[src/i2a_pkg.sv]
// ----------------------------------------------------------------------------
// i2a_pkg
// Shared types, codes, constants and helpers of the integer to ASCII formatter.
// ----------------------------------------------------------------------------
`default_nettype none

package i2a_pkg;

	localparam int VALUE_BITS_DEF  = 64;
	localparam int DIGIT_DEPTH_DEF = 32;
	localparam int CHUNK_BITS      = 8;

	localparam int FUNC_BITS   = 3;
	localparam int LENGTH_BITS = 2;
	localparam int ARG_BITS    = 64;
	localparam int CHAR_BITS   = 8;
	localparam int DIGIT_BITS  = 4;

	localparam int APB_ADDR_BITS = 3;
	localparam int APB_DATA_BITS = 32;
	localparam logic REG_LONG_IS_WIDE = 1'b0;
	localparam logic LONG_IS_WIDE_RESET = 1'b1;

	localparam logic [FUNC_BITS-1:0] FUNC_SDEC = 3'd0;
	localparam logic [FUNC_BITS-1:0] FUNC_UDEC = 3'd1;
	localparam logic [FUNC_BITS-1:0] FUNC_HEXL = 3'd2;
	localparam logic [FUNC_BITS-1:0] FUNC_HEXU = 3'd3;
	localparam logic [FUNC_BITS-1:0] FUNC_OCT  = 3'd4;
	localparam logic [FUNC_BITS-1:0] FUNC_PTR  = 3'd5;
	localparam logic [FUNC_BITS-1:0] FUNC_CHR  = 3'd6;
	localparam logic [FUNC_BITS-1:0] FUNC_BAD  = 3'd7;

	localparam logic [LENGTH_BITS-1:0] LEN_INT  = 2'd0;
	localparam logic [LENGTH_BITS-1:0] LEN_LONG = 2'd1;

	localparam logic [CHAR_BITS-1:0] CH_MINUS   = 8'h2d;
	localparam logic [CHAR_BITS-1:0] CH_ZERO    = 8'h30;
	localparam logic [CHAR_BITS-1:0] CH_X       = 8'h78;
	localparam logic [CHAR_BITS-1:0] CH_LOWER_A = 8'h61;
	localparam logic [CHAR_BITS-1:0] CH_UPPER_A = 8'h41;

	localparam logic [4:0] DEC_RADIX = 5'd10;

	typedef enum logic [1:0] {
		RADIX_DEC,
		RADIX_HEX,
		RADIX_OCT
	} radix_t;

	typedef enum logic [2:0] {
		ST_IDLE,
		ST_SIGN,
		ST_PFX0,
		ST_PFX1,
		ST_CHAR,
		ST_DIV,
		ST_RD,
		ST_EMIT
	} state_t;

	typedef struct packed {
		radix_t                radix;
		logic [DIGIT_BITS-1:0] part;
	} div_ctl_t;

	function automatic logic [CHAR_BITS-1:0] digit_char(input logic [DIGIT_BITS-1:0] d,
		input logic upper);
		logic [CHAR_BITS-1:0] base;
		base = upper ? CH_UPPER_A : CH_LOWER_A;
		if (d < 4'd10) begin
			return CH_ZERO + {4'b0, d};
		end
		return base + {4'b0, d} - 8'd10;
	endfunction

endpackage

`default_nettype wire

[src/i2a_if.sv]
// ----------------------------------------------------------------------------
// i2a_if
// Request channels of the formatter: the argument side and the text side.
// ----------------------------------------------------------------------------
`default_nettype none

interface i2a_arg_if;
	logic                              valid;
	logic                              ready;
	logic [i2a_pkg::FUNC_BITS-1:0]     func;
	logic [i2a_pkg::LENGTH_BITS-1:0]   length_kind;
	logic [i2a_pkg::ARG_BITS-1:0]      value;

	modport source(output valid, func, length_kind, value, input ready);
	modport sink(input valid, func, length_kind, value, output ready);
endinterface

interface i2a_text_if;
	logic                            valid;
	logic                            ready;
	logic [i2a_pkg::CHAR_BITS-1:0]   out_char;
	logic                            last;

	modport source(output valid, out_char, last, input ready);
	modport sink(input valid, out_char, last, output ready);
endinterface

`default_nettype wire

[src/i2a_ram.sv]
// ----------------------------------------------------------------------------
// i2a_ram
// Generic single-port-write, single-port-read RAM with registered read data.
// ----------------------------------------------------------------------------
`default_nettype none

module i2a_ram #(
	parameter int WIDTH = 4,
	parameter int DEPTH = 32
) (
	input  wire logic                     clk,
	input  wire logic                     we,
	input  wire logic [$clog2(DEPTH)-1:0] waddr,
	input  wire logic [WIDTH-1:0]         wdata,
	input  wire logic                     re,
	input  wire logic [$clog2(DEPTH)-1:0] raddr,
	output logic      [WIDTH-1:0]         rdata
);

	logic [WIDTH-1:0] mem_q [DEPTH];

	always_ff @(posedge clk) begin
		if (we) begin
			mem_q[waddr] <= wdata;
		end
		if (re) begin
			rdata <= mem_q[raddr];
		end
	end

endmodule

`default_nettype wire

[src/i2a_div_unit.sv]
// ----------------------------------------------------------------------------
// i2a_div_unit
// Shared divide step: eight bits of long division by ten, or one hex or octal
// digit peeled off by a shift.
// ----------------------------------------------------------------------------
`default_nettype none

module i2a_div_unit #(
	parameter int PAD_BITS = 64
) (
	input  wire i2a_pkg::div_ctl_t                   ctl,
	input  wire logic [PAD_BITS-1:0]                 rem_i,
	output logic      [PAD_BITS-1:0]                 rem_o,
	output logic      [i2a_pkg::DIGIT_BITS-1:0]      part_o
);

	localparam int CB = i2a_pkg::CHUNK_BITS;

	logic [CB-1:0]                  chunk;
	logic [CB-1:0]                  qbits;
	logic [i2a_pkg::DIGIT_BITS:0]   acc;
	logic [i2a_pkg::DIGIT_BITS-1:0] p;

	always_comb begin
		chunk  = rem_i[PAD_BITS-1 -: CB];
		qbits  = '0;
		acc    = '0;
		p      = ctl.part;
		rem_o  = rem_i;
		part_o = '0;
		case (ctl.radix)
			i2a_pkg::RADIX_DEC: begin
				for (int i = CB - 1; i >= 0; i--) begin
					acc = {p, chunk[i]};
					if (acc >= i2a_pkg::DEC_RADIX) begin
						acc      = acc - i2a_pkg::DEC_RADIX;
						qbits[i] = 1'b1;
					end
					p = acc[i2a_pkg::DIGIT_BITS-1:0];
				end
				rem_o  = {rem_i[PAD_BITS-CB-1:0], qbits};
				part_o = p;
			end
			i2a_pkg::RADIX_HEX: begin
				rem_o  = rem_i >> 4;
				part_o = rem_i[3:0];
			end
			i2a_pkg::RADIX_OCT: begin
				rem_o  = rem_i >> 3;
				part_o = {1'b0, rem_i[2:0]};
			end
			default: begin
				rem_o  = rem_i;
				part_o = '0;
			end
		endcase
	end

endmodule

`default_nettype wire

[src/i2a_seq.sv]
// ----------------------------------------------------------------------------
// i2a_seq
// Sequencer of the formatter: sign, prefix and single characters, the divide loop
// into the digit store, and readout of the store in reverse order.
// ----------------------------------------------------------------------------
`default_nettype none

module i2a_seq #(
	parameter int VALUE_BITS  = i2a_pkg::VALUE_BITS_DEF,
	parameter int DIGIT_DEPTH = i2a_pkg::DIGIT_DEPTH_DEF
) (
	input  wire logic   clk,
	input  wire logic   arst_n,
	input  wire logic   long_is_wide,
	i2a_arg_if.sink     arg,
	i2a_text_if.source  text
);

	localparam int STEPS     = (VALUE_BITS + i2a_pkg::CHUNK_BITS - 1) / i2a_pkg::CHUNK_BITS;
	localparam int PAD_BITS  = STEPS * i2a_pkg::CHUNK_BITS;
	localparam int STEP_BITS = $clog2(STEPS);
	localparam int IDX_BITS  = $clog2(DIGIT_DEPTH);
	localparam int CNT_BITS  = $clog2(DIGIT_DEPTH + 1);
	localparam logic [STEP_BITS-1:0] LAST_STEP = STEP_BITS'(STEPS - 1);

	i2a_pkg::state_t state_q, state_d;
	i2a_pkg::radix_t radix_q, radix_sel;

	logic [PAD_BITS-1:0]              rem_q;
	logic [PAD_BITS-1:0]              rem_o;
	logic [CNT_BITS-1:0]              cnt_q;
	logic [CNT_BITS-1:0]              cnt_m1;
	logic [STEP_BITS-1:0]             step_q;
	logic [i2a_pkg::DIGIT_BITS-1:0]   part_q;
	logic [i2a_pkg::DIGIT_BITS-1:0]   part_o;
	logic [i2a_pkg::DIGIT_BITS-1:0]   rdata;
	logic                             upper_q;
	logic                             ov_q;
	logic [i2a_pkg::CHAR_BITS-1:0]    oc_q;
	logic                             ol_q;
	i2a_pkg::div_ctl_t                div_ctl;

	logic                             wide;
	logic [VALUE_BITS-1:0]            vin;
	logic [VALUE_BITS-1:0]            mask;
	logic [VALUE_BITS-1:0]            vm;
	logic [VALUE_BITS-1:0]            mag;
	logic                             neg;
	logic                             digit_done;
	logic                             load_ok;
	logic                             ld;
	logic [i2a_pkg::CHAR_BITS-1:0]    ld_char;
	logic                             ld_last;
	logic                             we;
	logic                             re;

	always_comb begin
		if (arg.length_kind == i2a_pkg::LEN_INT) begin
			wide = 1'b0;
		end else if (arg.length_kind == i2a_pkg::LEN_LONG) begin
			wide = long_is_wide;
		end else begin
			wide = 1'b1;
		end
		if (arg.func == i2a_pkg::FUNC_PTR) begin
			wide = 1'b1;
		end
		vin = arg.value[VALUE_BITS-1:0];
		for (int i = 0; i < VALUE_BITS; i++) begin
			mask[i] = wide || (i < 32);
		end
		vm  = vin & mask;
		neg = (arg.func == i2a_pkg::FUNC_SDEC) && (wide ? vm[VALUE_BITS-1] : vm[31]);
		mag = neg ? ((~vm + 1'b1) & mask) : vm;
		case (arg.func)
			i2a_pkg::FUNC_HEXL, i2a_pkg::FUNC_HEXU, i2a_pkg::FUNC_PTR: radix_sel = i2a_pkg::RADIX_HEX;
			i2a_pkg::FUNC_OCT: radix_sel = i2a_pkg::RADIX_OCT;
			default:           radix_sel = i2a_pkg::RADIX_DEC;
		endcase
	end

	assign div_ctl.radix = radix_q;
	assign div_ctl.part  = part_q;

	i2a_div_unit #(
		.PAD_BITS(PAD_BITS)
	) u_div (
		.ctl    (div_ctl),
		.rem_i  (rem_q),
		.rem_o  (rem_o),
		.part_o (part_o)
	);

	i2a_ram #(
		.WIDTH(i2a_pkg::DIGIT_BITS),
		.DEPTH(DIGIT_DEPTH)
	) u_store (
		.clk   (clk),
		.we    (we),
		.waddr (cnt_q[IDX_BITS-1:0]),
		.wdata (part_o),
		.re    (re),
		.raddr (cnt_m1[IDX_BITS-1:0]),
		.rdata (rdata)
	);

	assign digit_done = (radix_q != i2a_pkg::RADIX_DEC) || (step_q == LAST_STEP);
	assign load_ok    = !ov_q || text.ready;
	assign cnt_m1     = cnt_q - 1'b1;

	always_comb begin
		state_d = state_q;
		case (state_q)
			i2a_pkg::ST_IDLE: begin
				if (arg.valid) begin
					if (arg.func == i2a_pkg::FUNC_SDEC) begin
						state_d = neg ? i2a_pkg::ST_SIGN : i2a_pkg::ST_DIV;
					end else if (arg.func inside {i2a_pkg::FUNC_UDEC, i2a_pkg::FUNC_HEXL,
						i2a_pkg::FUNC_HEXU, i2a_pkg::FUNC_OCT}) begin
						state_d = i2a_pkg::ST_DIV;
					end else if (arg.func == i2a_pkg::FUNC_PTR) begin
						state_d = i2a_pkg::ST_PFX0;
					end else if (arg.func == i2a_pkg::FUNC_CHR) begin
						state_d = i2a_pkg::ST_CHAR;
					end
				end
			end
			i2a_pkg::ST_SIGN: if (load_ok) state_d = i2a_pkg::ST_DIV;
			i2a_pkg::ST_PFX0: if (load_ok) state_d = i2a_pkg::ST_PFX1;
			i2a_pkg::ST_PFX1: if (load_ok) state_d = i2a_pkg::ST_DIV;
			i2a_pkg::ST_CHAR: if (load_ok) state_d = i2a_pkg::ST_IDLE;
			i2a_pkg::ST_DIV: begin
				if (digit_done && rem_o == '0) begin
					state_d = i2a_pkg::ST_RD;
				end
			end
			i2a_pkg::ST_RD: state_d = i2a_pkg::ST_EMIT;
			i2a_pkg::ST_EMIT: begin
				if (load_ok && cnt_q == '0) begin
					state_d = i2a_pkg::ST_IDLE;
				end
			end
			default: state_d = i2a_pkg::ST_IDLE;
		endcase
	end

	always_comb begin
		arg.ready = (state_q == i2a_pkg::ST_IDLE);
		ld        = 1'b0;
		ld_char   = i2a_pkg::CH_ZERO;
		ld_last   = 1'b0;
		we        = 1'b0;
		re        = 1'b0;
		case (state_q)
			i2a_pkg::ST_SIGN: begin
				ld      = load_ok;
				ld_char = i2a_pkg::CH_MINUS;
			end
			i2a_pkg::ST_PFX0: begin
				ld      = load_ok;
				ld_char = i2a_pkg::CH_ZERO;
			end
			i2a_pkg::ST_PFX1: begin
				ld      = load_ok;
				ld_char = i2a_pkg::CH_X;
			end
			i2a_pkg::ST_CHAR: begin
				ld      = load_ok;
				ld_char = rem_q[i2a_pkg::CHAR_BITS-1:0];
				ld_last = 1'b1;
			end
			i2a_pkg::ST_DIV: we = digit_done;
			i2a_pkg::ST_RD: re = 1'b1;
			i2a_pkg::ST_EMIT: begin
				ld      = load_ok;
				ld_char = i2a_pkg::digit_char(rdata, upper_q);
				ld_last = (cnt_q == '0);
				re      = load_ok && (cnt_q != '0);
			end
			default: ;
		endcase
	end

	always_ff @(posedge clk or negedge arst_n) begin
		if (!arst_n) begin
			state_q <= i2a_pkg::ST_IDLE;
			rem_q   <= '0;
			cnt_q   <= '0;
			step_q  <= '0;
			part_q  <= '0;
			radix_q <= i2a_pkg::RADIX_DEC;
			upper_q <= 1'b0;
			ov_q    <= 1'b0;
		end else begin
			state_q <= state_d;
			if (ld) begin
				ov_q <= 1'b1;
			end else if (text.ready) begin
				ov_q <= 1'b0;
			end
			case (state_q)
				i2a_pkg::ST_IDLE: begin
					if (arg.valid) begin
						if (arg.func == i2a_pkg::FUNC_CHR) begin
							rem_q <= PAD_BITS'(arg.value[i2a_pkg::CHAR_BITS-1:0]);
						end else begin
							rem_q <= PAD_BITS'(mag);
						end
						cnt_q   <= '0;
						step_q  <= '0;
						part_q  <= '0;
						radix_q <= radix_sel;
						upper_q <= (arg.func == i2a_pkg::FUNC_HEXU);
					end
				end
				i2a_pkg::ST_DIV: begin
					rem_q <= rem_o;
					if (digit_done) begin
						cnt_q  <= cnt_q + 1'b1;
						step_q <= '0;
						part_q <= '0;
					end else begin
						step_q <= step_q + 1'b1;
						part_q <= part_o;
					end
				end
				i2a_pkg::ST_RD: cnt_q <= cnt_m1;
				i2a_pkg::ST_EMIT: begin
					if (load_ok && cnt_q != '0) begin
						cnt_q <= cnt_m1;
					end
				end
				default: ;
			endcase
		end
	end

	always_ff @(posedge clk) begin
		if (ld) begin
			oc_q <= ld_char;
			ol_q <= ld_last;
		end
	end

	assign text.valid    = ov_q;
	assign text.out_char = oc_q;
	assign text.last     = ol_q;

	a_store_bound: assert property (@(posedge clk) disable iff (!arst_n)
		(state_q == i2a_pkg::ST_DIV) |-> (cnt_q < CNT_BITS'(DIGIT_DEPTH)))
		else $error("digit store index out of range");

	a_bad_func: assert property (@(posedge clk) disable iff (!arst_n)
		(state_q == i2a_pkg::ST_IDLE && arg.valid && arg.func == i2a_pkg::FUNC_BAD)
		|=> (state_q == i2a_pkg::ST_IDLE))
		else $error("unused kind code left the idle state");

	a_div_to_read: assert property (@(posedge clk) disable iff (!arst_n)
		(state_q == i2a_pkg::ST_DIV && digit_done && rem_o == '0)
		|=> (state_q == i2a_pkg::ST_RD && cnt_q != '0))
		else $error("divide loop finished without a stored digit");

	a_last_ends: assert property (@(posedge clk) disable iff (!arst_n)
		(state_q == i2a_pkg::ST_EMIT && ld && ld_last) |=> (state_q == i2a_pkg::ST_IDLE))
		else $error("readout went on past the last digit");

endmodule

`default_nettype wire

[src/integer_to_ascii_formatter.sv]
// ----------------------------------------------------------------------------
// integer_to_ascii_formatter
// Printf-style integer conversion of one argument into ASCII characters.
// ----------------------------------------------------------------------------
// Hex and octal peel one digit per divide step; the pointer kind also emits the 0x prefix.
// Decimal runs the long division over the whole value for each digit, after any minus sign,
// since the shared divide unit handles eight bits of the value a cycle.
// Sign, prefix and character output pass the state register and the output register;
// digits pass the read state, the registered store read and the output register.
// Reset is asynchronous: idle, long_is_wide back to 1, the digit store keeps its contents.
`default_nettype none

module integer_to_ascii_formatter #(
	parameter int VALUE_BITS  = i2a_pkg::VALUE_BITS_DEF,
	parameter int DIGIT_DEPTH = i2a_pkg::DIGIT_DEPTH_DEF
) (
	input  wire logic                                 clk,
	input  wire logic                                 arst_n,
	input  wire logic                                 psel,
	input  wire logic                                 penable,
	input  wire logic                                 pwrite,
	input  wire logic [i2a_pkg::APB_ADDR_BITS-1:0]    paddr,
	input  wire logic [i2a_pkg::APB_DATA_BITS-1:0]    pwdata,
	output logic      [i2a_pkg::APB_DATA_BITS-1:0]    prdata,
	output logic                                      pready,
	i2a_arg_if.sink                                   arg,
	i2a_text_if.source                                text
);

	logic long_is_wide_q;
	logic reg_hit;

	assign pready  = 1'b1;
	assign reg_hit = (paddr[2] == i2a_pkg::REG_LONG_IS_WIDE);

	always_ff @(posedge clk or negedge arst_n) begin
		if (!arst_n) begin
			long_is_wide_q <= i2a_pkg::LONG_IS_WIDE_RESET;
		end else if (psel && penable && pwrite && pready && reg_hit) begin
			long_is_wide_q <= pwdata[0];
		end
	end

	always_comb begin
		prdata = '0;
		if (reg_hit) begin
			prdata[0] = long_is_wide_q;
		end
	end

	i2a_seq #(
		.VALUE_BITS (VALUE_BITS),
		.DIGIT_DEPTH(DIGIT_DEPTH)
	) u_seq (
		.clk          (clk),
		.arst_n       (arst_n),
		.long_is_wide (long_is_wide_q),
		.arg          (arg),
		.text         (text)
	);

endmodule

`default_nettype wire
[src/flat_wrapper.sv]
// flat-port wrapper written by rule: the top's interface ports become plain ports
module integer_to_ascii_formatter_flat 
#(
	parameter int VALUE_BITS  = i2a_pkg::VALUE_BITS_DEF,
	parameter int DIGIT_DEPTH = i2a_pkg::DIGIT_DEPTH_DEF
)
  (clk, arst_n, psel, penable, pwrite, paddr, pwdata, prdata, pready, arg_valid, arg_func, arg_length_kind, arg_value, arg_ready, text_valid, text_out_char, text_last, text_ready);
  i2a_arg_if arg_i ();
  i2a_text_if text_i ();
  input  wire logic clk;
  input  wire logic arst_n;
  input  wire logic psel;
  input  wire logic penable;
  input  wire logic pwrite;
  input  wire logic [i2a_pkg::APB_ADDR_BITS-1:0] paddr;
  input  wire logic [i2a_pkg::APB_DATA_BITS-1:0] pwdata;
  output logic      [i2a_pkg::APB_DATA_BITS-1:0] prdata;
  output logic pready;
  input wire logic [$bits(arg_i.valid)-1:0] arg_valid;
  input wire logic [$bits(arg_i.func)-1:0] arg_func;
  input wire logic [$bits(arg_i.length_kind)-1:0] arg_length_kind;
  input wire logic [$bits(arg_i.value)-1:0] arg_value;
  output wire logic [$bits(arg_i.ready)-1:0] arg_ready;
  output wire logic [$bits(text_i.valid)-1:0] text_valid;
  output wire logic [$bits(text_i.out_char)-1:0] text_out_char;
  output wire logic [$bits(text_i.last)-1:0] text_last;
  input wire logic [$bits(text_i.ready)-1:0] text_ready;
  assign arg_i.valid = arg_valid;
  assign arg_i.func = arg_func;
  assign arg_i.length_kind = arg_length_kind;
  assign arg_i.value = arg_value;
  assign arg_ready = arg_i.ready;
  assign text_valid = text_i.valid;
  assign text_out_char = text_i.out_char;
  assign text_last = text_i.last;
  assign text_i.ready = text_ready;
  integer_to_ascii_formatter #(.VALUE_BITS(VALUE_BITS), .DIGIT_DEPTH(DIGIT_DEPTH)) u_core (.clk(clk), .arst_n(arst_n), .psel(psel), .penable(penable), .pwrite(pwrite), .paddr(paddr), .pwdata(pwdata), .prdata(prdata), .pready(pready), .arg(arg_i), .text(text_i));
endmodule
[config.mk]
export PLATFORM = sky130hd
export DESIGN_NAME = integer_to_ascii_formatter_flat
export DESIGN_NICKNAME = d
export VERILOG_FILES = /design/src/i2a_pkg.sv /design/src/i2a_if.sv /design/src/i2a_ram.sv /design/src/i2a_div_unit.sv /design/src/i2a_seq.sv /design/src/integer_to_ascii_formatter.sv /design/src/flat_wrapper.sv
export SDC_FILE = /design/constraint.sdc
export NUM_CORES = 1
export LEC_CHECK = 0
export BUFFER_PORTS_ARGS = -buffer_cell sky130_fd_sc_hd__buf_4
export CORE_MARGIN = 2
export CORE_UTILIZATION = 60
export CTS_CLUSTER_SIZE = 30
export DETAILED_ROUTE_END_ITERATION = 6
export GPL_TIMING_DRIVEN = 0
export HOLD_SLACK_MARGIN = 0.08
export PLACE_DENSITY_LB_ADDON = 0.15
export SLEW_MARGIN = 20
export SYNTH_ARGS = -nofsm -noshare
export SYNTH_HDL_FRONTEND = slang
export SYNTH_SLANG_ARGS = --single-unit
[constraint.sdc]
create_clock -name clk -period 22.4 [get_ports clk]
set_clock_uncertainty 0.2 [all_clocks]
set_input_delay 4.48 -clock clk [delete_from_list [all_inputs] [get_ports clk]]
set_output_delay 4.48 -clock clk [all_outputs]
set_load 0.02 [all_outputs]
==> flow_summary.yaml, run 1 <==
outcome:
  outcome: "finished clean"
worst_setup_path:
  launch_point_of_the_critical_path: "u_core.u_seq.part_q[0]$_DFFE_PN0P_"
  timing_worst_setup_path_type: "register to register"
  reg2reg_to: "u_core.u_seq.u_store.mem_q[26][1]$_DFFE_PP_"
  critPathCapture: "u_core.u_seq.u_store.mem_q[26][1]$_DFFE_PP_"
  critPathMaxStageDelay_ps: 600
  worst-path-max-fanout: 32
  crit-reg2reg-launch: "u_core.u_seq.part_q[0]$_DFFE_PN0P_"
  critical_path.top_delay_family: "compound AO/OA/AOI/OAI gates"
  reg2regPathDepth: 47
  cp_num_cells: 47
  arrival_ps: 10700
  worst_path_most_repeated_cell: "sky130_fd_sc_hd__ha_1"
  timing.reg2reg.setup_slack_ps: 11740
  critical_path_buf_inv_count: 7
  critical_path.startpoint_type: "register"
  worst_path_slowest_cell: "sky130_fd_sc_hd__a22o_2"
  setup.worst_path.end_class: "register"
  required_time_of_the_critical_path_ps: 22430
grt:
  first_global_vias: 11019
  grt_max_degree: 86
  grt_pass1_wl_um: 61900
  grt-ovfl-total: 0
  antenna_violations_before_repair: 0
  grt_util_all_layers_pct: 32.7
cts:
  cts_max_path_buffers: 3
  clock_latency_ps: 530
  clk_pin_slew_ps: 60
  htree_levels: 1
  cts_tree: "built"
  post-cts-setup-buffers: 0
  cts.hold.buffers_added: 0
  numCtsBuffers: 24
  cts-resized-gates: 0
  sinks_on_clock_net: 226
  cts_root_buffer: "sky130_fd_sc_hd__clkbuf_16"
floorplan:
  floorplan_die_width_um: 158
  num_rows: 56
  top_level_ports: 155
  die_area_um2: 24900
  floorplan.die.height_um: 158
  placeableCoreArea_um2: 23300
  effective_utilization_at_floorplan_pct: 60.9
sta:
  hold_viol: 0
  setup_repair_after_global_routing_missed_its_margin: "false"
  max_freq_mhz: 93.8
  finalSetupViolations: 0
  finalSetupTns_ps: 0
  min_period_over_period_pct: 47.6
  max_slew_margin_pct: 26.3
  fin_crit_ps: 10660
  maxSlewViolCount: 0
  worstMarginPinSlew_ps: 1100
synthesis:
  synth-seq-cells: 226
  synth_edf_count: 141
  post_synth_instance_area_um2: 14200
  yosys_warnings: 0
  postSynthCellCount: 1272
  asyncSetResetFlopFracSynth_pct: 37.6
  ys_seq_area_share_pct: 44.8
  library_cells_used_by_synthesis: 90
  ys.flop_type: "sky130_fd_sc_hd__edfxtp_1"
  synthesized_area_per_cell_um2: 11.2
worst_hold_path:
  holdCritPathClass: "register to register"
  worstHoldStart: "u_core.u_seq.step_q[0]$_DFFE_PN0P_"
placed_design:
  place_congestion: 0.982
  io_buffers: 86
  dp_hpwl_um: 29700
drt:
  route.antenna.remaining_nets: 0
  detail_route.drc_violations: 0
  postRouteWirelength_um: 40500
  initialDrtViolationCount: 1486
  routedWlPerCell_um: 23.1
  routed_via_density: 6.69
  firstDrtPassIters: 6
  route.vias.total: 11728
run:
  maxCapViolations: 0
cells_and_area:
  ant_cells: 0
  final_cell_mix: "sky130_fd_sc_hd__edfxtp_1 (141), sky130_fd_sc_hd__nor2_1 (133), sky130_fd_sc_hd__buf_4 (117)"
  nFillCells: 1721
  drive_above_1_share_pct: 21.1
  areaGrowthSynthToFinish_pct: 14.6
  layout.cells.most_common: "sky130_fd_sc_hd__edfxtp_1"
  design.final.nets: 1544
[cell type report]
| type | count | area (µm²) | share of cell area (%) |
|---|---|---|---|
| clock buffer | 32 | 662 | 4.07 |
| inverter | 37 | 139 | 0.854 |
| sequential | 226 | 6360 | 39.1 |
| multi-input combinational | 935 | 7330 | 45.0 |
| clock inverter | 12 | 186 | 1.15 |
| tap | 319 | 399 | 2.45 |
| buffer | 104 | 527 | 3.24 |
| timing repair buffer | 88 | 666 | 4.09 |
[through the flow]
step	worst slack [ps]	cell area, µm²	hold WS (ps)	std cells	utilization [%]
2_1_floorplan	12350	14300	262	1302	-
3_3_place_gp	10080	15400	291	1707	65.8
3_5_place_dp	11380	15400	299	1709	66.1
4_1_cts	11360	16300	307	1753	69.7
5_1_grt	10890	16300	324	1753	69.7
6_report	11740	16300	304	1753	69.7
[kinds of logic (layout without fill, tap and decap cells)]
logic type | Yosys count | count (layout) | synth area share, %
buffers and inverters | 141 | 273 | 4.69
and+or+nand+nor | 360 | 360 | 12.4
adders and majority gates | 17 | 17 | 1.50
other | 2 | 32 | 0.0529
muxes | 112 | 112 | 16.3
xor gates and xnor gates | 67 | 67 | 4.13
AOI/OAI and AO/OA | 347 | 347 | 16.1
DFF | 226 | 226 | 44.8
[layer usage]
layer	up-vias	share of wire, %	global-route usage (%)
li1	5145	-	-
met1	5675	39	47.4
met2	804	45	49.9
met3	104	12	7.50
met4	0	3.1	9.48
met5	-	0	0
[cell usage after synthesis (6+ instances only)]
cell type                  instances  area (µm²)
sky130_fd_sc_hd__a211o_1           6        52.6
sky130_fd_sc_hd__a21oi_1         107         536
sky130_fd_sc_hd__a22o_1           10        87.6
sky130_fd_sc_hd__a22oi_1           6        45.0
sky130_fd_sc_hd__a31oi_1           7        43.8
sky130_fd_sc_hd__and3_1           11        68.8
sky130_fd_sc_hd__buf_1             8        30.0
sky130_fd_sc_hd__buf_4            32         240
sky130_fd_sc_hd__clkbuf_1         61         229
sky130_fd_sc_hd__dfrtp_1          84        2100
sky130_fd_sc_hd__edfxtp_1        141        4230
sky130_fd_sc_hd__ha_1             17         213
sky130_fd_sc_hd__inv_1            35         131
sky130_fd_sc_hd__mux2_2            6        67.6
sky130_fd_sc_hd__mux2i_1          11         110
sky130_fd_sc_hd__mux4_2           95        2140
sky130_fd_sc_hd__nand2_1          77         289
sky130_fd_sc_hd__nand2b_1         11        68.8
sky130_fd_sc_hd__nand3_1          21         105
sky130_fd_sc_hd__nor2_1          133         499
sky130_fd_sc_hd__nor2b_1           7        43.8
sky130_fd_sc_hd__nor3_1           22         110
sky130_fd_sc_hd__nor3b_1           7        52.6
sky130_fd_sc_hd__nor4_1           21         131
sky130_fd_sc_hd__o21ai_0          73         365
sky130_fd_sc_hd__o22ai_1          50         313
sky130_fd_sc_hd__o31ai_1          18         135
sky130_fd_sc_hd__or2_2             9        56.3
sky130_fd_sc_hd__or3_1            11        68.8
sky130_fd_sc_hd__or4_1             6        45.0
sky130_fd_sc_hd__xnor2_1          25         219
sky130_fd_sc_hd__xor2_1           42         368
[worst min path at each step]
stage               slack, ps                                 end  cells past startpoint
floorplan                 260    u_core.u_seq.upper_q$_DFFE_PN0P_                      2
global placement          290   u_core.u_seq.cnt_q[5]$_DFFE_PN0P_                      1
detailed placement        300    u_core.u_seq.upper_q$_DFFE_PN0P_                      2
CTS                       310  u_core.u_seq.step_q[0]$_DFFE_PN0P_                      1
global route              320  u_core.u_seq.step_q[0]$_DFFE_PN0P_                      1
finish                    300  u_core.u_seq.step_q[0]$_DFFE_PN0P_                      1
[sequential cells by signal, indices dropped and copies added, names as in the netlist]
register                    cells
u_core.u_seq.state_q            3
u_core.u_seq.cnt_q              6
u_core.u_seq.text.last          1
u_core.u_seq.u_store.mem_q    128
u_core.u_seq.part_q             4
u_core.long_is_wide_q           1
u_core.u_seq.radix_q            2
u_core.u_seq.text.valid         1
u_core.u_seq.text.out_char      8
u_core.u_seq.u_store.rdata      4
u_core.u_seq.step_q             3
u_core.u_seq.rem_q             64
u_core.u_seq.upper_q            1
[worst reg2reg max path: cells and delay by family, from the launching register on]
family          cells  cell delay [ps]
mux                 3              710
simple gates       10             1870
flops               1              420
fa+ha+maj           8             2150
buf+inv             7              820
xor+xnor            1              120
compound gates     18             4080
Power of run 1 is not shown: default switching activity piles up to over one toggle a cycle in this logic, so the estimate is an artifact.
==> run 2, diff against run 1 <==
Clock period 22.4 ns to 11 ns, I/O delays scaled along.
==> run 2 against run 1 <==
Final area is 0.27% higher. Critical endpoint is now u_core.u_seq.u_store.mem_q[9][1]$_DFFE_PP_. Largest cell class unchanged. Setup slack worse by 11000 ps. Non-clock buffer count stayed put. Critical path depth stayed put. First-iteration DRC count is 2.8% higher.
==> flow_summary.yaml, run 2 (synthesis gave the netlist of run 1 again) <==
outcome:
  outcome: "finished clean"
grt:
  grt_util_all_layers_pct: 32.7
  grt-ovfl-total: 0
  grt_pass1_wl_um: 61900
  first_global_vias: 11019
  grt_max_degree: 86
  antenna_violations_before_repair: 0
drt:
  initialDrtViolationCount: 1528
  route.vias.total: 11843
  route.antenna.remaining_nets: 0
  postRouteWirelength_um: 41100
  routedWlPerCell_um: 23.4
  met1_layer_wirelength_in_the_final_routing_um: 16300
  routed_via_density: 6.75
  detail_route.drc_violations: 0
  top_layer_reached_by_signal_wires: "met4"
  firstDrtPassIters: 6
  met3_wire_len_um: 4960
  wl_met2_um: 18500
sta:
  worstMarginPinSlew_ps: 1120
  maxSlewViolCount: 0
  max_slew_margin_pct: 24.5
  max_freq_mhz: 97.1
  hold_viol: 0
  finalSetupTns_ps: 0
  setup_repair_after_global_routing_missed_its_margin: "false"
  min_period_over_period_pct: 93.6
  fin_crit_ps: 10300
  finalSetupViolations: 0
cells_and_area:
  largest_register_ffs: 128
  areaGrowthSynthToFinish_pct: 14.9
  multi_input_comb_area_um2: 7370
  design.final.nets: 1545
  total_area_of_sequential_cells_um2: 6360
  nFillCells: 1713
  ant_cells: 0
  layout.cells.most_common: "sky130_fd_sc_hd__edfxtp_1"
  final_cell_count_no_fill: 1754
  largest_register: "u_core.u_seq.u_store.mem_q"
  drive_above_1_share_pct: 21.3
  final_cell_mix: "sky130_fd_sc_hd__edfxtp_1 (141), sky130_fd_sc_hd__nor2_1 (133), sky130_fd_sc_hd__buf_4 (117)"
worst_setup_path:
  required_time_of_the_critical_path_ps: 11030
  worst-path-max-fanout: 16
  timing.reg2reg.setup_slack_ps: 700
  critical_path.startpoint_type: "register"
  critPathMaxStageDelay_ps: 420
  timing_worst_setup_path_type: "register to register"
  setup.worst_path.end_class: "register"
  reg2regPathDepth: 47
  arrival_ps: 10330
  reg2reg_to: "u_core.u_seq.u_store.mem_q[9][1]$_DFFE_PP_"
  worst_path_most_repeated_cell: "sky130_fd_sc_hd__ha_1"
  worst_path_slowest_cell: "sky130_fd_sc_hd__dfrtp_1"
  crit-reg2reg-launch: "u_core.u_seq.part_q[0]$_DFFE_PN0P_"
worst_hold_path:
  worstHoldStart: "u_core.u_seq.step_q[0]$_DFFE_PN0P_"
  worst_hold_path.num_cells: 1
  min_delay_worst_endpoint: "u_core.u_seq.step_q[0]$_DFFE_PN0P_"
  holdCritPathClass: "register to register"
floorplan:
  floorplan_die_width_um: 158
  placeableCoreArea_um2: 23300
  die_area_um2: 24900
  floorplan.die.height_um: 158
  num_rows: 56
  effective_utilization_at_floorplan_pct: 60.9
  top_level_ports: 155
cts:
  numCtsBuffers: 24
  cts_tree: "built"
  clk_pin_slew_ps: 60
  clock_latency_ps: 520
  cts_root_buffer: "sky130_fd_sc_hd__clkbuf_16"
  cts_max_path_buffers: 3
  cts.hold.buffers_added: 0
  htree_levels: 1
  post-cts-setup-buffers: 0
  sinks_on_clock_net: 226
placed_design:
  dp_cells: 1709
  dp_hpwl_um: 29700
  io_buffers: 86
  place_congestion: 0.982
run:
  maxCapViolations: 0
-- run 2: changes by cell type in the layout (fill, tap and decap cells not counted) --
cell,previous run,this run
sky130_fd_sc_hd__ha_1,17,16
sky130_fd_sc_hd__a22o_4,0,2
sky130_fd_sc_hd__a22o_2,2,1
sky130_fd_sc_hd__ha_2,0,1
sky130_fd_sc_hd__mux2i_4,0,1
sky130_fd_sc_hd__mux2i_1,11,9
sky130_fd_sc_hd__mux2i_2,0,1
-- run 2: cell type report --
cell class	count	share of cell area (%)
buffer	104	3.23
clock buffer	32	4.06
clock inverter	12	1.14
inverter	37	0.851
multi-input combinational	936	45.2
sequential	226	39.0
tap	319	2.45
timing repair buffer	88	4.08
-- run 2: worst max path at each step --
stage	startpoint	end	cells after the start
2_1_floorplan	u_core.u_seq.part_q[0]$_DFFE_PN0P_	u_core.u_seq.u_store.mem_q[0][3]$_DFFE_PP_	42
3_5_place_dp	u_core.u_seq.part_q[0]$_DFFE_PN0P_	u_core.u_seq.u_store.mem_q[25][1]$_DFFE_PP_	47
6_report	u_core.u_seq.part_q[0]$_DFFE_PN0P_	u_core.u_seq.u_store.mem_q[9][1]$_DFFE_PP_	47
3_3_place_gp	u_core.u_seq.part_q[0]$_DFFE_PN0P_	u_core.u_seq.u_store.mem_q[24][3]$_DFFE_PP_	43
4_1_cts	u_core.u_seq.part_q[0]$_DFFE_PN0P_	u_core.u_seq.u_store.mem_q[8][1]$_DFFE_PP_	47
5_1_grt	u_core.u_seq.part_q[0]$_DFFE_PN0P_	u_core.u_seq.u_store.mem_q[9][1]$_DFFE_PP_	47
-- run 2: what timing repair did --
action / in CTS / in global routing
endpoints found under the setup margin: 32 / 86
pin swaps: 0 / 1
gates cloned: 0 / 1
resized for setup: 1 / 6
-- run 2: routing by layer --
layer / vias up / GRT usage [%]
li1: 5141 / -
met1: 5775 / 47.4
met2: 824 / 49.9
met3: 103 / 7.50
met4: 0 / 9.48
met5: - / 0
-- run 2: critical path, delay by kind of cell, from the launching register on --
family / cells / cell delay, ps
AO/OA/AOI/OAI: 19 / 3740
XOR/XNOR: 1 / 290
adder cells (fa/ha/maj): 8 / 2230
buffers and inverters: 7 / 850
flip-flops: 1 / 420
multiplexers: 3 / 660
AND/OR/NAND/NOR: 9 / 1620
-- run 2: per-stage QoR --
step | hold slack (ps) | utilization [%] | instance area, µm² | worst slack [ps]
after floorplan | 262 | - | 14300 | 954
after global placement | 291 | 65.8 | 15400 | -1320
after detailed placement | 299 | 66.1 | 15400 | -21.2
after CTS | 307 | 69.7 | 16300 | 422
after global routing | 324 | 69.9 | 16300 | 38.4
final | 304 | 69.9 | 16300 | 700
Power of run 2 is left out for the same reason.
==> run 3, diff against run 2 <==
Settings changed: GPL_TIMING_DRIVEN 0 to not set, PLACE_DENSITY set to 0.81, PLACE_DENSITY_LB_ADDON 0.15 to not set.
==> run 3 against run 2 <==
The flow now finishes with violations (DRC). Cell count decreased by 4.8%. Count of clock-buffer cells in the layout decreased by 2. Global-route usage fell by 1.8 points. Largest cell class unchanged. Die area stayed put. Non-clock buffer count is 86 lower.
==> flow_summary.yaml, run 3 (synthesis gave the netlist of run 1 again) <==
outcome:
  outcome: "complete, but fails checks"
  violations: "DRC"
worst_setup_path:
  critical_path_buf_inv_count: 7
  critPathMaxStageDelay_ps: 540
  arrival_ps: 10300
  worst_path_slowest_cell: "sky130_fd_sc_hd__or3_1"
  critical_path.top_delay_family: "compound AO/OA/AOI/OAI gates"
  critical_path.startpoint_type: "register"
  setup.worst_path.end_class: "register"
  worst-path-max-fanout: 32
  timing_worst_setup_path_type: "register to register"
  required_time_of_the_critical_path_ps: 11140
sta:
  worstMarginPinSlew_ps: 1070
  finalSetupTns_ps: 0
  finalSetupViolations: 0
  min_period_over_period_pct: 92.4
  max_freq_mhz: 98.3
  fin_crit_ps: 10170
  maxSlewViolCount: 0
  hold_viol: 0
  max_slew_margin_pct: 28.8
grt:
  grt-ovfl-total: 0
  antenna_violations_before_repair: 3
  grt_util_all_layers_pct: 30.9
  grt_max_degree: 72
  grt_pass1_wl_um: 59500
  first_global_vias: 10770
floorplan:
  floorplan.die.height_um: 158
  floorplan_die_width_um: 158
  effective_utilization_at_floorplan_pct: 60.9
  placeableCoreArea_um2: 23300
  top_level_ports: 155
  num_rows: 56
  die_area_um2: 24900
cts:
  cts_tree: "built"
  cts-resized-gates: 0
  cts.hold.buffers_added: 0
  clock_latency_ps: 530
  clk_pin_slew_ps: 60
  numCtsBuffers: 24
  cts_max_path_buffers: 3
  htree_levels: 1
  post-cts-setup-buffers: 0
  cts_root_buffer: "sky130_fd_sc_hd__clkbuf_16"
  sinks_on_clock_net: 226
drt:
  routedWlPerCell_um: 22.8
  initialDrtViolationCount: 1507
  route.vias.total: 11496
  postRouteWirelength_um: 38000
  route.antenna.remaining_nets: 0
  firstDrtPassIters: 7
  detail_route.drc_violations: 1
  routed_via_density: 6.88
cells_and_area:
  final_cell_mix: "sky130_fd_sc_hd__edfxtp_1 (141), sky130_fd_sc_hd__nor2_1 (133), sky130_fd_sc_hd__a21oi_1 (107)"
  drive_above_1_share_pct: 21.8
  design.final.nets: 1458
  total_area_of_sequential_cells_um2: 6370
  multi_input_comb_area_um2: 7330
  layout.cells.most_common: "sky130_fd_sc_hd__edfxtp_1"
  nFillCells: 1637
  areaGrowthSynthToFinish_pct: 11.6
  largest_register: "u_core.u_seq.u_store.mem_q"
  largest_register_ffs: 128
  final_core_utilization_pct: 67.9
placed_design:
  dp_hpwl_um: 26000
  place_congestion: 0.955
  io_buffers: 89
run:
  maxCapViolations: 0
worst_hold_path:
  holdCritPathClass: "register to register"
==> run 3: cell types whose count changed in the layout (fill, tap and decap cells not counted), sizes merged <==
cell,delta
a22o,-1
buf,-25
bufinv,-2
clkbuf,-63
clkinv,+2
clkinvlp,+2
diode,+3
==> run 3: final timing paths <==
| check | end | depth (start not counted) | from | slack (ps) |
|---|---|---|---|---|
| min reg2reg | u_core.u_seq.step_q[0]$_DFFE_PN0P_ | 1 | u_core.u_seq.step_q[0]$_DFFE_PN0P_ | 300 |
| max | u_core.u_seq.u_store.mem_q[24][1]$_DFFE_PP_ | 47 | u_core.u_seq.part_q[0]$_DFFE_PN0P_ | 830 |
| min | u_core.u_seq.step_q[0]$_DFFE_PN0P_ | 1 | u_core.u_seq.step_q[0]$_DFFE_PN0P_ | 300 |
| min in group asynchronous | u_core.u_seq.rem_q[22]$_DFFE_PN0P_ | 1 | arst_n | 1350 |
| max in group asynchronous | u_core.u_seq.radix_q[1]$_DFFE_PN0P_ | 2 | arst_n | 8010 |
| max reg2reg | u_core.u_seq.u_store.mem_q[24][1]$_DFFE_PP_ | 47 | u_core.u_seq.part_q[0]$_DFFE_PN0P_ | 830 |
==> run 3: per-stage QoR <==
| step | setup slack (ps) | std cells | instance area, µm² | hold slack (ps) |
|---|---|---|---|---|
| 6_report | 831 | 1670 | 15900 | 295 |
| 5_1_grt | -4.49 | 1670 | 15900 | 338 |
| 4_1_cts | 611 | 1667 | 15800 | 298 |
| 3_5_place_dp | 647 | 1623 | 15000 | 292 |
| 3_3_place_gp | 870 | 1623 | 15000 | 284 |
| 2_1_floorplan | 954 | 1302 | 14300 | 262 |
==> run 3: per-layer routing <==
metal | up-vias | global-route usage [%] | share of wire, %
li1 | 4961 | - | -
met1 | 5547 | 43.2 | 38
met2 | 868 | 48.0 | 46
met3 | 120 | 6.65 | 12
met4 | 0 | 11.3 | 3.3
met5 | - | 0 | 0
==> run 3: area by class of cell <==
class,count,share of cell area [%]
multi-input cells,935,46.2
inverters,37,0.876
diodes,3,0.0474
well taps,319,2.52
repair buffers,106,5.04
clock buffers,30,4.06
clock inverters,14,1.05
flip-flops and latches,226,40.2
Power of run 3 is left out for the same reason.
